### src/arpc_pkg.sv
// Shared types, constants and codes for the ARP cache block.
package arpc_pkg;
    localparam int ENTRY_DEPTH  = 16;
    localparam int REQ_DEPTH    = 8;
    localparam int PKTS_PER_REQ = 4;
    localparam int EW = $clog2(ENTRY_DEPTH);
    localparam int RW = (REQ_DEPTH > 1) ? $clog2(REQ_DEPTH) : 1;
    localparam int PW = (PKTS_PER_REQ > 1) ? $clog2(PKTS_PER_REQ) : 1;
    localparam int PCW = $clog2(PKTS_PER_REQ + 1);
    localparam int WDEPTH = REQ_DEPTH * PKTS_PER_REQ;
    localparam int WW = $clog2(WDEPTH + 1);
    localparam int WAW = $clog2(WDEPTH);
    localparam int QDEPTH = 4;
    localparam int QW = $clog2(QDEPTH);

    localparam logic [1:0] CFG_TIMEOUT = 2'd0;
    localparam logic [1:0] CFG_RESEND  = 2'd1;
    localparam logic [1:0] CFG_MAXSEND = 2'd2;

    typedef enum logic [2:0] {
        OP_LOOKUP = 3'd0, OP_QUEUE = 3'd1, OP_INSERT = 3'd2,
        OP_REMOVE = 3'd3, OP_TICK = 3'd4, OP_CLEAR = 3'd5
    } t_op;

    localparam logic [2:0] K_DONE    = 3'd0;
    localparam logic [2:0] K_HIT     = 3'd1;
    localparam logic [2:0] K_MISS    = 3'd2;
    localparam logic [2:0] K_ARP     = 3'd3;
    localparam logic [2:0] K_UNREACH = 3'd4;
    localparam logic [2:0] K_RELEASE = 3'd5;
    localparam logic [2:0] K_FULL    = 3'd6;

    typedef struct packed {
        logic [2:0]  op;
        logic [31:0] ip_addr;
        logic [47:0] mac_addr;
        logic [7:0]  packet_handle;
        logic [3:0]  iface_id;
    } t_in;

    typedef struct packed {
        logic [2:0]  result_kind;
        logic [31:0] res_ip;
        logic [47:0] res_mac;
        logic [7:0]  res_packet;
        logic [3:0]  res_iface;
        logic        last;
    } t_out;

    typedef enum logic [3:0] {
        S_IDLE, S_ESCAN, S_ERD, S_EDONE, S_QWR, S_REL, S_RELWAIT, S_EMIT,
        S_TENT, S_TREQ, S_TUNR, S_TUNRWAIT, S_TNEXT
    } t_state;

    typedef struct packed {
        logic empty;
        logic full;
    } t_qstat;
endpackage

### src/arpc_ram.sv
// Generic single-port-write, registered-read RAM.
module arpc_ram #(
    parameter int WIDTH = 8,
    parameter int DEPTH = 16
) (
    input  logic                     i_clk,
    input  logic                     i_we,
    input  logic [$clog2(DEPTH)-1:0] i_waddr,
    input  logic [WIDTH-1:0]         i_wdata,
    input  logic [$clog2(DEPTH)-1:0] i_raddr,
    output logic [WIDTH-1:0]         o_rdata
);
    logic [WIDTH-1:0] r_mem [DEPTH];
    always_ff @(posedge i_clk) begin
        if (i_we) r_mem[i_waddr] <= i_wdata;
        o_rdata <= r_mem[i_raddr];
    end
endmodule

### src/arpc_front.sv
// Command front end: input queue between the command port and the engine.
module arpc_front (
    input  logic           i_clk,
    input  logic           i_rst_n,
    input  logic           i_push,
    input  arpc_pkg::t_in  i_item,
    input  logic           i_pop,
    output arpc_pkg::t_in  o_item,
    output arpc_pkg::t_qstat o_stat
);
    import arpc_pkg::*;
    t_in r_q [QDEPTH];
    logic [QW-1:0] r_wp, r_rp;
    logic [QW:0] r_cnt;

    always_ff @(posedge i_clk) begin
        if (!i_rst_n) begin
            r_wp <= '0; r_rp <= '0; r_cnt <= '0;
        end else begin
            if (i_push) r_wp <= r_wp + 1'b1;
            if (i_pop) r_rp <= r_rp + 1'b1;
            if (i_push && !i_pop) r_cnt <= r_cnt + 1'b1;
            else if (!i_push && i_pop) r_cnt <= r_cnt - 1'b1;
        end
    end
    always_ff @(posedge i_clk) begin
        if (i_push) r_q[r_wp] <= i_item;
    end
    assign o_item = r_q[r_rp];
    assign o_stat.empty = (r_cnt == '0);
    assign o_stat.full = (r_cnt == (QW+1)'(QDEPTH));
endmodule

### src/arpc_engine.sv
// Back end: table state and the sequencer that carries out each operation.
module arpc_engine (
    input  logic           i_clk,
    input  logic           i_rst_n,
    input  logic           i_avail,
    input  arpc_pkg::t_in  i_item,
    output logic           o_pop,
    input  logic [7:0]     i_timeout,
    input  logic [3:0]     i_resend,
    input  logic [2:0]     i_maxsend,
    output logic           o_valid,
    output arpc_pkg::t_out o_res,
    output logic           o_idle
);
    import arpc_pkg::*;
    t_state r_st, n_st;
    t_in r_it;

    logic [ENTRY_DEPTH-1:0] r_ev;
    logic [31:0] r_eip [ENTRY_DEPTH];
    logic [7:0]  r_eage [ENTRY_DEPTH];
    logic [REQ_DEPTH-1:0] r_rv;
    logic [31:0] r_rip [REQ_DEPTH];
    logic [2:0]  r_rsend [REQ_DEPTH];
    logic [3:0]  r_ridle [REQ_DEPTH];
    logic [PCW-1:0] r_rpc [REQ_DEPTH];

    logic [EW:0] r_ei;
    logic [RW:0] r_ri;
    logic [PCW-1:0] r_pi;
    logic r_hit; logic [EW-1:0] r_hidx;
    logic r_free; logic [EW-1:0] r_fidx;
    logic [2:0] r_kind;
    logic [31:0] r_rip_out;
    logic [RW-1:0] r_sel;

    // MAC store and waiting packets in RAM
    logic mac_we; logic [EW-1:0] mac_wa, mac_ra; logic [47:0] mac_rd;
    arpc_ram #(.WIDTH(48), .DEPTH(ENTRY_DEPTH)) u_mac (
        .i_clk(i_clk), .i_we(mac_we), .i_waddr(mac_wa), .i_wdata(r_it.mac_addr),
        .i_raddr(mac_ra), .o_rdata(mac_rd));
    logic w_we; logic [WAW-1:0] w_wa, w_ra; logic [11:0] w_rd;
    arpc_ram #(.WIDTH(12), .DEPTH(WDEPTH)) u_wait (
        .i_clk(i_clk), .i_we(w_we), .i_waddr(w_wa),
        .i_wdata({r_it.packet_handle, r_it.iface_id}), .i_raddr(w_ra), .o_rdata(w_rd));

    // request search (REQ_DEPTH compares, narrow tree)
    logic rq_hit; logic [RW-1:0] rq_idx; logic rq_free; logic [RW-1:0] rq_fidx;
    always_comb begin
        rq_hit = 1'b0; rq_idx = '0; rq_free = 1'b0; rq_fidx = '0;
        for (int r = REQ_DEPTH - 1; r >= 0; r--) begin
            if (r_rv[r] && r_rip[r] == r_it.ip_addr) begin
                rq_hit = 1'b1; rq_idx = RW'(r);
            end
            if (!r_rv[r]) begin
                rq_free = 1'b1; rq_fidx = RW'(r);
            end
        end
    end

    // queued packet goes to the matching request, else to the lowest free one
    logic [RW-1:0] q_sel; logic [PCW-1:0] q_cnt; logic qful;
    assign q_sel = rq_hit ? rq_idx : rq_fidx;
    assign q_cnt = rq_hit ? r_rpc[rq_idx] : '0;
    assign qful = rq_hit ? (r_rpc[rq_idx] == PCW'(PKTS_PER_REQ)) : !rq_free;

    logic [EW-1:0] ei; logic [RW-1:0] ri;
    assign ei = r_ei[EW-1:0];
    assign ri = r_ri[RW-1:0];
    logic [7:0] age_inc; logic [3:0] idle_inc;
    assign age_inc = (r_eage[ei] == 8'hFF) ? 8'hFF : r_eage[ei] + 8'd1;
    assign idle_inc = (r_ridle[ri] == 4'hF) ? 4'hF : r_ridle[ri] + 4'd1;
    logic act, fail;
    assign act = (r_rsend[ri] == 3'd0) || (idle_inc >= i_resend);
    assign fail = (r_rsend[ri] >= i_maxsend);

    assign mac_ra = r_hidx;
    assign mac_wa = r_hit ? r_hidx : r_fidx;
    assign w_wa = WAW'(q_sel * PKTS_PER_REQ + q_cnt[PW-1:0]);
    assign w_ra = WAW'(r_sel * PKTS_PER_REQ + r_pi[PW-1:0]);

    // next state
    always_comb begin
        n_st = r_st;
        unique case (r_st)
            S_IDLE: if (i_avail) begin
                unique case (i_item.op) inside
                    OP_LOOKUP, OP_INSERT: n_st = S_ESCAN;
                    OP_QUEUE: n_st = S_QWR;
                    OP_TICK: n_st = S_TENT;
                    default: n_st = S_EMIT;
                endcase
            end
            S_ESCAN: if (r_ei == (EW+1)'(ENTRY_DEPTH - 1)) n_st = S_ERD;
            S_ERD: n_st = S_EDONE;
            S_EDONE: begin
                if (r_it.op == OP_INSERT && (r_hit || r_free) && rq_hit
                    && r_rpc[rq_idx] != '0) n_st = S_REL;
                else n_st = S_EMIT;
            end
            S_QWR: n_st = S_EMIT;
            S_REL: n_st = S_RELWAIT;
            S_RELWAIT: n_st = (r_pi + 1'b1 == r_rpc[r_sel]) ? S_EMIT : S_REL;
            S_EMIT: n_st = S_IDLE;
            S_TENT: if (r_ei == (EW+1)'(ENTRY_DEPTH - 1)) n_st = S_TREQ;
            S_TREQ: begin
                if (r_rv[ri] && act && fail && r_rpc[ri] != '0)
                    n_st = S_TUNR;
                else n_st = S_TNEXT;
            end
            S_TUNR: n_st = S_TUNRWAIT;
            S_TUNRWAIT: n_st = (r_pi + 1'b1 == r_rpc[r_sel]) ? S_TNEXT : S_TUNR;
            S_TNEXT: n_st = (r_ri == (RW+1)'(REQ_DEPTH - 1)) ? S_EMIT : S_TREQ;
            default: n_st = S_IDLE;
        endcase
    end

    // outputs and strobes
    always_comb begin
        o_pop = 1'b0; o_valid = 1'b0; o_res = '0; mac_we = 1'b0; w_we = 1'b0;
        unique case (r_st) inside
            S_IDLE: o_pop = i_avail;
            S_EDONE: mac_we = (r_it.op == OP_INSERT) && (r_hit || r_free);
            S_QWR: w_we = !qful;
            S_RELWAIT, S_TUNRWAIT: begin
                o_valid = 1'b1;
                o_res.result_kind = (r_st == S_RELWAIT) ? K_RELEASE : K_UNREACH;
                o_res.res_ip = r_rip_out;
                o_res.res_packet = w_rd[11:4];
                o_res.res_iface = w_rd[3:0];
            end
            S_TREQ: if (r_rv[ri] && act && !fail) begin
                o_valid = 1'b1;
                o_res.result_kind = K_ARP;
                o_res.res_ip = r_rip[ri];
            end
            S_EMIT: begin
                o_valid = 1'b1;
                o_res.result_kind = r_kind;
                o_res.res_ip = r_it.ip_addr;
                o_res.res_mac = (r_kind == K_HIT) ? mac_rd : 48'd0;
                o_res.last = 1'b1;
            end
            default: ;
        endcase
    end
    assign o_idle = (r_st == S_IDLE);

    always_ff @(posedge i_clk) begin
        if (!i_rst_n) begin
            r_st <= S_IDLE; r_ev <= '0; r_rv <= '0;
        end else begin
            r_st <= n_st;
            unique case (r_st) inside
                S_IDLE: if (i_avail) begin
                    r_it <= i_item; r_ei <= '0; r_ri <= '0; r_pi <= '0;
                    r_hit <= 1'b0; r_free <= 1'b0; r_kind <= K_DONE;
                    if (i_item.op == OP_CLEAR) begin
                        r_ev <= '0; r_rv <= '0;
                    end
                end
                S_ESCAN: begin
                    if (!r_hit && r_ev[ei] && r_eip[ei] == r_it.ip_addr) begin
                        r_hit <= 1'b1; r_hidx <= ei;
                    end
                    if (!r_free && !r_ev[ei]) begin
                        r_free <= 1'b1; r_fidx <= ei;
                    end
                    r_ei <= r_ei + 1'b1;
                end
                S_EDONE: begin
                    r_sel <= rq_idx; r_pi <= '0; r_rip_out <= r_it.ip_addr;
                    if (r_it.op == OP_LOOKUP) r_kind <= r_hit ? K_HIT : K_MISS;
                    else if (r_hit || r_free) begin
                        r_ev[mac_wa] <= 1'b1; r_eip[mac_wa] <= r_it.ip_addr;
                        r_eage[mac_wa] <= 8'd0; r_kind <= K_DONE;
                    end else r_kind <= K_FULL;
                end
                S_ERD: ;
                S_QWR: begin
                    if (qful) r_kind <= K_FULL;
                    else begin
                        if (!rq_hit) begin
                            r_rv[q_sel] <= 1'b1; r_rip[q_sel] <= r_it.ip_addr;
                            r_rsend[q_sel] <= '0; r_ridle[q_sel] <= '0;
                        end
                        r_rpc[q_sel] <= q_cnt + 1'b1;
                    end
                end
                S_RELWAIT, S_TUNRWAIT: r_pi <= r_pi + 1'b1;
                S_TENT: begin
                    if (r_ev[ei]) begin
                        r_eage[ei] <= age_inc;
                        if (age_inc > i_timeout) r_ev[ei] <= 1'b0;
                    end
                    r_ei <= r_ei + 1'b1;
                end
                S_TREQ: begin
                    r_sel <= ri; r_pi <= '0; r_rip_out <= r_rip[ri];
                    if (r_rv[ri]) begin
                        r_ridle[ri] <= (act && !fail) ? 4'd0 : idle_inc;
                        if (act && fail) r_rv[ri] <= 1'b0;
                        if (act && !fail) r_rsend[ri] <= r_rsend[ri] + 3'd1;
                    end
                end
                S_TNEXT: r_ri <= r_ri + 1'b1;
                S_EMIT: begin
                    if (r_it.op == OP_REMOVE && rq_hit) r_rv[rq_idx] <= 1'b0;
                end
                default: ;
            endcase
        end
    end
endmodule

### src/arp_cache_with_pending_requests_unit.sv
// Top level of the ARP cache with pending requests.
// Lookup, insert and tick scan all 16 entries; insert then releases the packets waiting on
// its address, and tick walks every pending request. The engine works one item at a time
// while a 4-deep queue takes new items, so busy rises only when it is full. Results cannot
// be held off. Synchronous active-low reset clears valid bits, control state and queue
// pointers, and loads the configuration registers with their defaults.
module arp_cache_with_pending_requests_unit (
    input  logic            i_clk,
    input  logic            i_rst_n,
    input  logic            start,
    output logic            busy,
    input  arpc_pkg::t_in   i_item,
    input  logic            i_cfg_we,
    input  logic [1:0]      i_cfg_idx,
    input  logic [7:0]      i_cfg_data,
    output logic            o_strobe,
    output arpc_pkg::t_out  o_res
);
    import arpc_pkg::*;
    logic [7:0] r_timeout; logic [3:0] r_resend; logic [2:0] r_maxsend;
    always_ff @(posedge i_clk) begin
        if (!i_rst_n) begin
            r_timeout <= 8'd30; r_resend <= 4'd1; r_maxsend <= 3'd5;
        end else if (i_cfg_we) begin
            unique case (i_cfg_idx)
                CFG_TIMEOUT: r_timeout <= i_cfg_data;
                CFG_RESEND:  r_resend <= i_cfg_data[3:0];
                CFG_MAXSEND: r_maxsend <= i_cfg_data[2:0];
                default: ;
            endcase
        end
    end

    t_qstat qs; t_in q_item; logic pop, eidle, v; t_out res;
    assign busy = qs.full;
    arpc_front u_front (.i_clk(i_clk), .i_rst_n(i_rst_n), .i_push(start && !busy),
        .i_item(i_item), .i_pop(pop), .o_item(q_item), .o_stat(qs));
    arpc_engine u_eng (.i_clk(i_clk), .i_rst_n(i_rst_n), .i_avail(!qs.empty),
        .i_item(q_item), .o_pop(pop), .i_timeout(r_timeout), .i_resend(r_resend),
        .i_maxsend(r_maxsend), .o_valid(v), .o_res(res), .o_idle(eidle));

    always_ff @(posedge i_clk) begin
        if (!i_rst_n) o_strobe <= 1'b0;
        else o_strobe <= v;
        o_res <= res;
    end

    a_pop_nonempty: assert property (@(posedge i_clk) disable iff (!i_rst_n)
        pop |-> !qs.empty) else $error("pop from empty queue");
    a_pop_idle: assert property (@(posedge i_clk) disable iff (!i_rst_n)
        pop |-> eidle) else $error("pop while engine busy");
    a_no_busy_push: assert property (@(posedge i_clk) disable iff (!i_rst_n)
        busy |=> !$past(start && !busy)) else $error("push while full");
endmodule
### config.mk
export PLATFORM = sky130hd
export DESIGN_NAME = arp_cache_with_pending_requests_unit
export DESIGN_NICKNAME = d
export VERILOG_FILES = /design/src/arpc_pkg.sv /design/src/arpc_ram.sv /design/src/arpc_front.sv /design/src/arpc_engine.sv /design/src/arp_cache_with_pending_requests_unit.sv
export SDC_FILE = /design/constraint.sdc
export NUM_CORES = 2
export LEC_CHECK = 0
export BUFFER_PORTS_ARGS = -buffer_cell sky130_fd_sc_hd__buf_2
export CAP_MARGIN = 0
export CORE_MARGIN = 1
export CORE_UTILIZATION = 58
export CTS_BUF_LIST = sky130_fd_sc_hd__clkbuf_4 sky130_fd_sc_hd__clkbuf_8
export CTS_CLUSTER_SIZE = 8
export DETAILED_ROUTE_END_ITERATION = 6
export PLACE_DENSITY = 0.74
export SYNTH_ARGS = -nofsm -noshare
export SYNTH_HDL_FRONTEND = slang
export SYNTH_SLANG_ARGS = --single-unit
### constraint.sdc
create_clock -name i_clk -period 12.8 [get_ports i_clk]
set_input_delay 0.64 -clock i_clk [delete_from_list [all_inputs] [get_ports i_clk]]
set_output_delay 0.64 -clock i_clk [all_outputs]
set_load 0.05 [all_outputs]
==> flow_summary.toml <==
[timing]
setup_viol = 0
finalHoldViolCount = 0
tightest_slew_ns = 1.42
finalCritPeriodShare = 0.466
fin_ws_ns = 6.84
slew_violations = 0
tns_ns = 0
grt_setup_unrepaired = "no"
skew_ns = 0.107
max_slew_margin = 0.0511
fin_crit_ns = 5.96
clock.fmax_ghz = 0.168

[critical_path]
critical_path_arrival_ns = 6.63
crit_required_ns = 13.47
critical_path.most_common_cell = "o22ai_1"
cp_cell_sequence = "buf_4 -> xor2_1 -> nor4_2 -> nand4_1 -> nor4_1 -> a21boi_2 -> o22ai_1 -> mux2_1 -> o22ai_1 -> a221o_1 -> nor2_1 -> inv_1 -> ha_1 -> nand2_1 -> nor3_2"
cp_slowest_cell = "nor3_2"
path_class = "flop to flop"
max_stage_delay_ns = 0.92
start_kind = "flop"
end_kind = "flop"
path_max_fanout = 37

[cells_and_area]
drive_above_1_share = 0.310
syn_to_final_growth_pct = 13.0
finish.utilization = 0.661
final_cells = 8978
nNetsFinal = 6273

[clocking]
cts_buffer_depth = 4
cts-root-buf = "clkbuf_8"
clkTransAtPathRegs_ns = 0.06
cts.sinks = 2882
cts_tree = "done"
clk_latency_ns = 1.16
post_cts_buffers = 0
htreeDepth = 5
cts_buffers = 455

[floorplanning]
die-height_um = 443
dieWidth_um = 443
boundaryPins = 207
dieArea_mm2 = 0.196
core-area_mm2 = 0.193
start_util = 0.585
num_rows = 161

[synthesis]
yosysWarnings = 0
synth_edf_count = 2663
syn-num-nets = 5626
netlist_area_mm2 = 0.113
ys_dominant_reg_cell = "edfxtp_1"
synthDistinctLibCells = 85
synth_cells = 5481
yosysSeqAreaShare = 0.748
async_reset_ff_frac = 0
avgSynthCellArea_um2 = 20.6
ys_ff_latch = 2882

[global_routing]
grt_pass1_wl_mm = 390
overflow = 0
grt_start_max_net_pins = 114
antenna_found_initial = 17
grt_pass1_vias = 57814
grt_use_total = 0.274

[route]
drc = 0
vias = 57094
firstDrtPassIters = 6
totalWireLength_mm = 268
vias_per_cell = 6.36
wire_per_inst_um = 29.9
drt_iter0_drc = 6441
ant_nets = 0

[power]
peakVddDrop_v = 0.000133
powerDensity_mw_per_mm2 = 183
clkPwrFrac = 0.326
p_leak_uw = 0.0409
power.switching_uw = 6280
p_seq_frac = 0.501
finalPower_uw = 23300
switching_share = 0.269
combPwrFrac = 0.173
p_int_uw = 17000

[hold_path]
hold_path_class = "input pin to flop"

[run_status]
status = "finished clean"

[place]
place_ws_ns = 7.07
dp.cells = 8081
dp_hpwl_mm = 156
io_buffer_count = 206
place.gp.congestion = 0.930

[flow_run]
drv_cap = 0
cell families after synthesis:
kind of cell,share of synthesized area
flip-flops,0.748
multiplexers,0.157
AND/OR/NAND/NOR,0.0371
buffers and inverters,0.0124
AO/OA/AOI/OAI,0.0181
XOR/XNOR,0.0235
adder cells (fa/ha/maj),0.00415
worst paths after layout:
| path | from | end | slack, ns | cells after the start |
|---|---|---|---|---|
| worst max-delay path | u_eng.r_it[77] | u_eng.u_wait.r_mem[4][4] | 6.84 | 15 |
| worst min-delay path | i_cfg_we | r_resend[0] | 0.13 | 4 |
| worst min register to register | u_eng.u_mac.o_rdata[42] | o_res[55] | 0.36 | 1 |
| worst max register to register | u_eng.r_it[77] | u_eng.u_wait.r_mem[4][4] | 6.84 | 15 |
cells in the final DEF (no fill, tap or decap), drive strengths merged, types with 28 or more instances in the layout:
master	Yosys	final
dfxtp	219	219
nand2	162	162
inv	55	55
edfxtp	2663	2663
nor3	92	92
mux2	28	28
mux2i	57	57
ha	35	35
o21ai	95	95
a21oi	73	73
xnor2	105	105
nand4	53	53
mux4	746	746
and2	83	83
buf	118	353
clkinv	2	53
xor2	198	198
a22oi	36	36
clkbuf	161	717
nand3	44	44
dlygate4sd3	0	116
nor2b	33	33
nor4	87	87
nor2	133	133
sequential cells by signal, summed over array words and instances (netlist names), 5 cells and up, named ones only:
name / cells
u_eng.u_mac.r_mem: 768
u_eng.r_eip: 512
u_eng.u_wait.r_mem: 384
u_front.r_q: 380
u_eng.r_rip: 256
u_eng.r_eage: 128
o_res: 96
u_eng.r_it: 95
u_eng.u_mac.o_rdata: 48
u_eng.r_ridle: 32
u_eng.r_rip_out: 32
u_eng.r_rpc: 24
u_eng.r_rsend: 24
u_eng.r_ev: 16
u_eng.u_wait.o_rdata: 12
r_timeout: 8
u_eng.r_rv: 8
u_eng.r_ei: 5
critical path, delay by kind of cell (launching register included):
kind	cells	cell delay, ns
adders and majority gates	1	0.32
muxes	1	0.38
AOI/OAI and AO/OA	4	1.09
buffers and inverters	2	0.71
xor gates and xnor gates	1	0.22
DFF	1	0.34
and+or+nand+nor	6	2.44
power groups by stage:
stage	Sequential, uW	Combinational [uW]	Clock (uW)
6_report	11700	4040	7610
5_1_grt	11700	4260	8120
4_1_cts	11700	4050	7720
3_5_place_dp	11900	4000	0
3_3_place_gp	11800	3970	0
2_1_floorplan	11700	2770	0
layer usage:
layer,vias up,routed length (um),global-route usage
li1,23835,-,-
met1,29841,107000,0.389
met2,2994,133000,0.442
met3,422,21500,0.0465
met4,2,7290,0.0839
met5,-,11,0
through the flow:
stage / hold WS (ns) / cell area, um2
final: 0.130 / 127000
after global routing: 0.103 / 127000
after CTS: 0.0282 / 127000
after detailed placement: 0.413 / 117000
after global placement: 0.408 / 117000
after floorplan: 0.406 / 113000
final cells by class:
| cell class | count | area, um2 |
|---|---|---|
| flip-flops and latches | 2882 | 84400 |
| fillers | 12290 | 65400 |
| multi-input cells | 2263 | 27500 |
| clock buffers | 717 | 8440 |
| repair buffers | 469 | 3330 |
| well taps | 2526 | 3160 |
| clock inverters | 58 | 409 |
| inverters | 57 | 214 |
| diodes | 6 | 15.0 |
cells in the mapped netlist (all sizes together) (73+ instances only):
cell type | number | area, um2
a21oi | 73 | 369
and2 | 83 | 519
buf | 118 | 578
clkbuf | 161 | 604
dfxtp | 219 | 4380
edfxtp | 2663 | 80000
mux4 | 746 | 16800
nand2 | 162 | 611
nor2 | 133 | 499
nor3 | 92 | 561
nor4 | 87 | 591
o21ai | 95 | 475
xnor2 | 105 | 920
xor2 | 198 | 1730
timing repair:
action / 4_1_cts / 5_1_grt
endpoints found under the hold margin: 395 / 0
resized for setup: 0 / 0
hold buffers: 116 / 0
setup endpoints to repair: 0 / 0
Power figures use the tool's default switching activity.
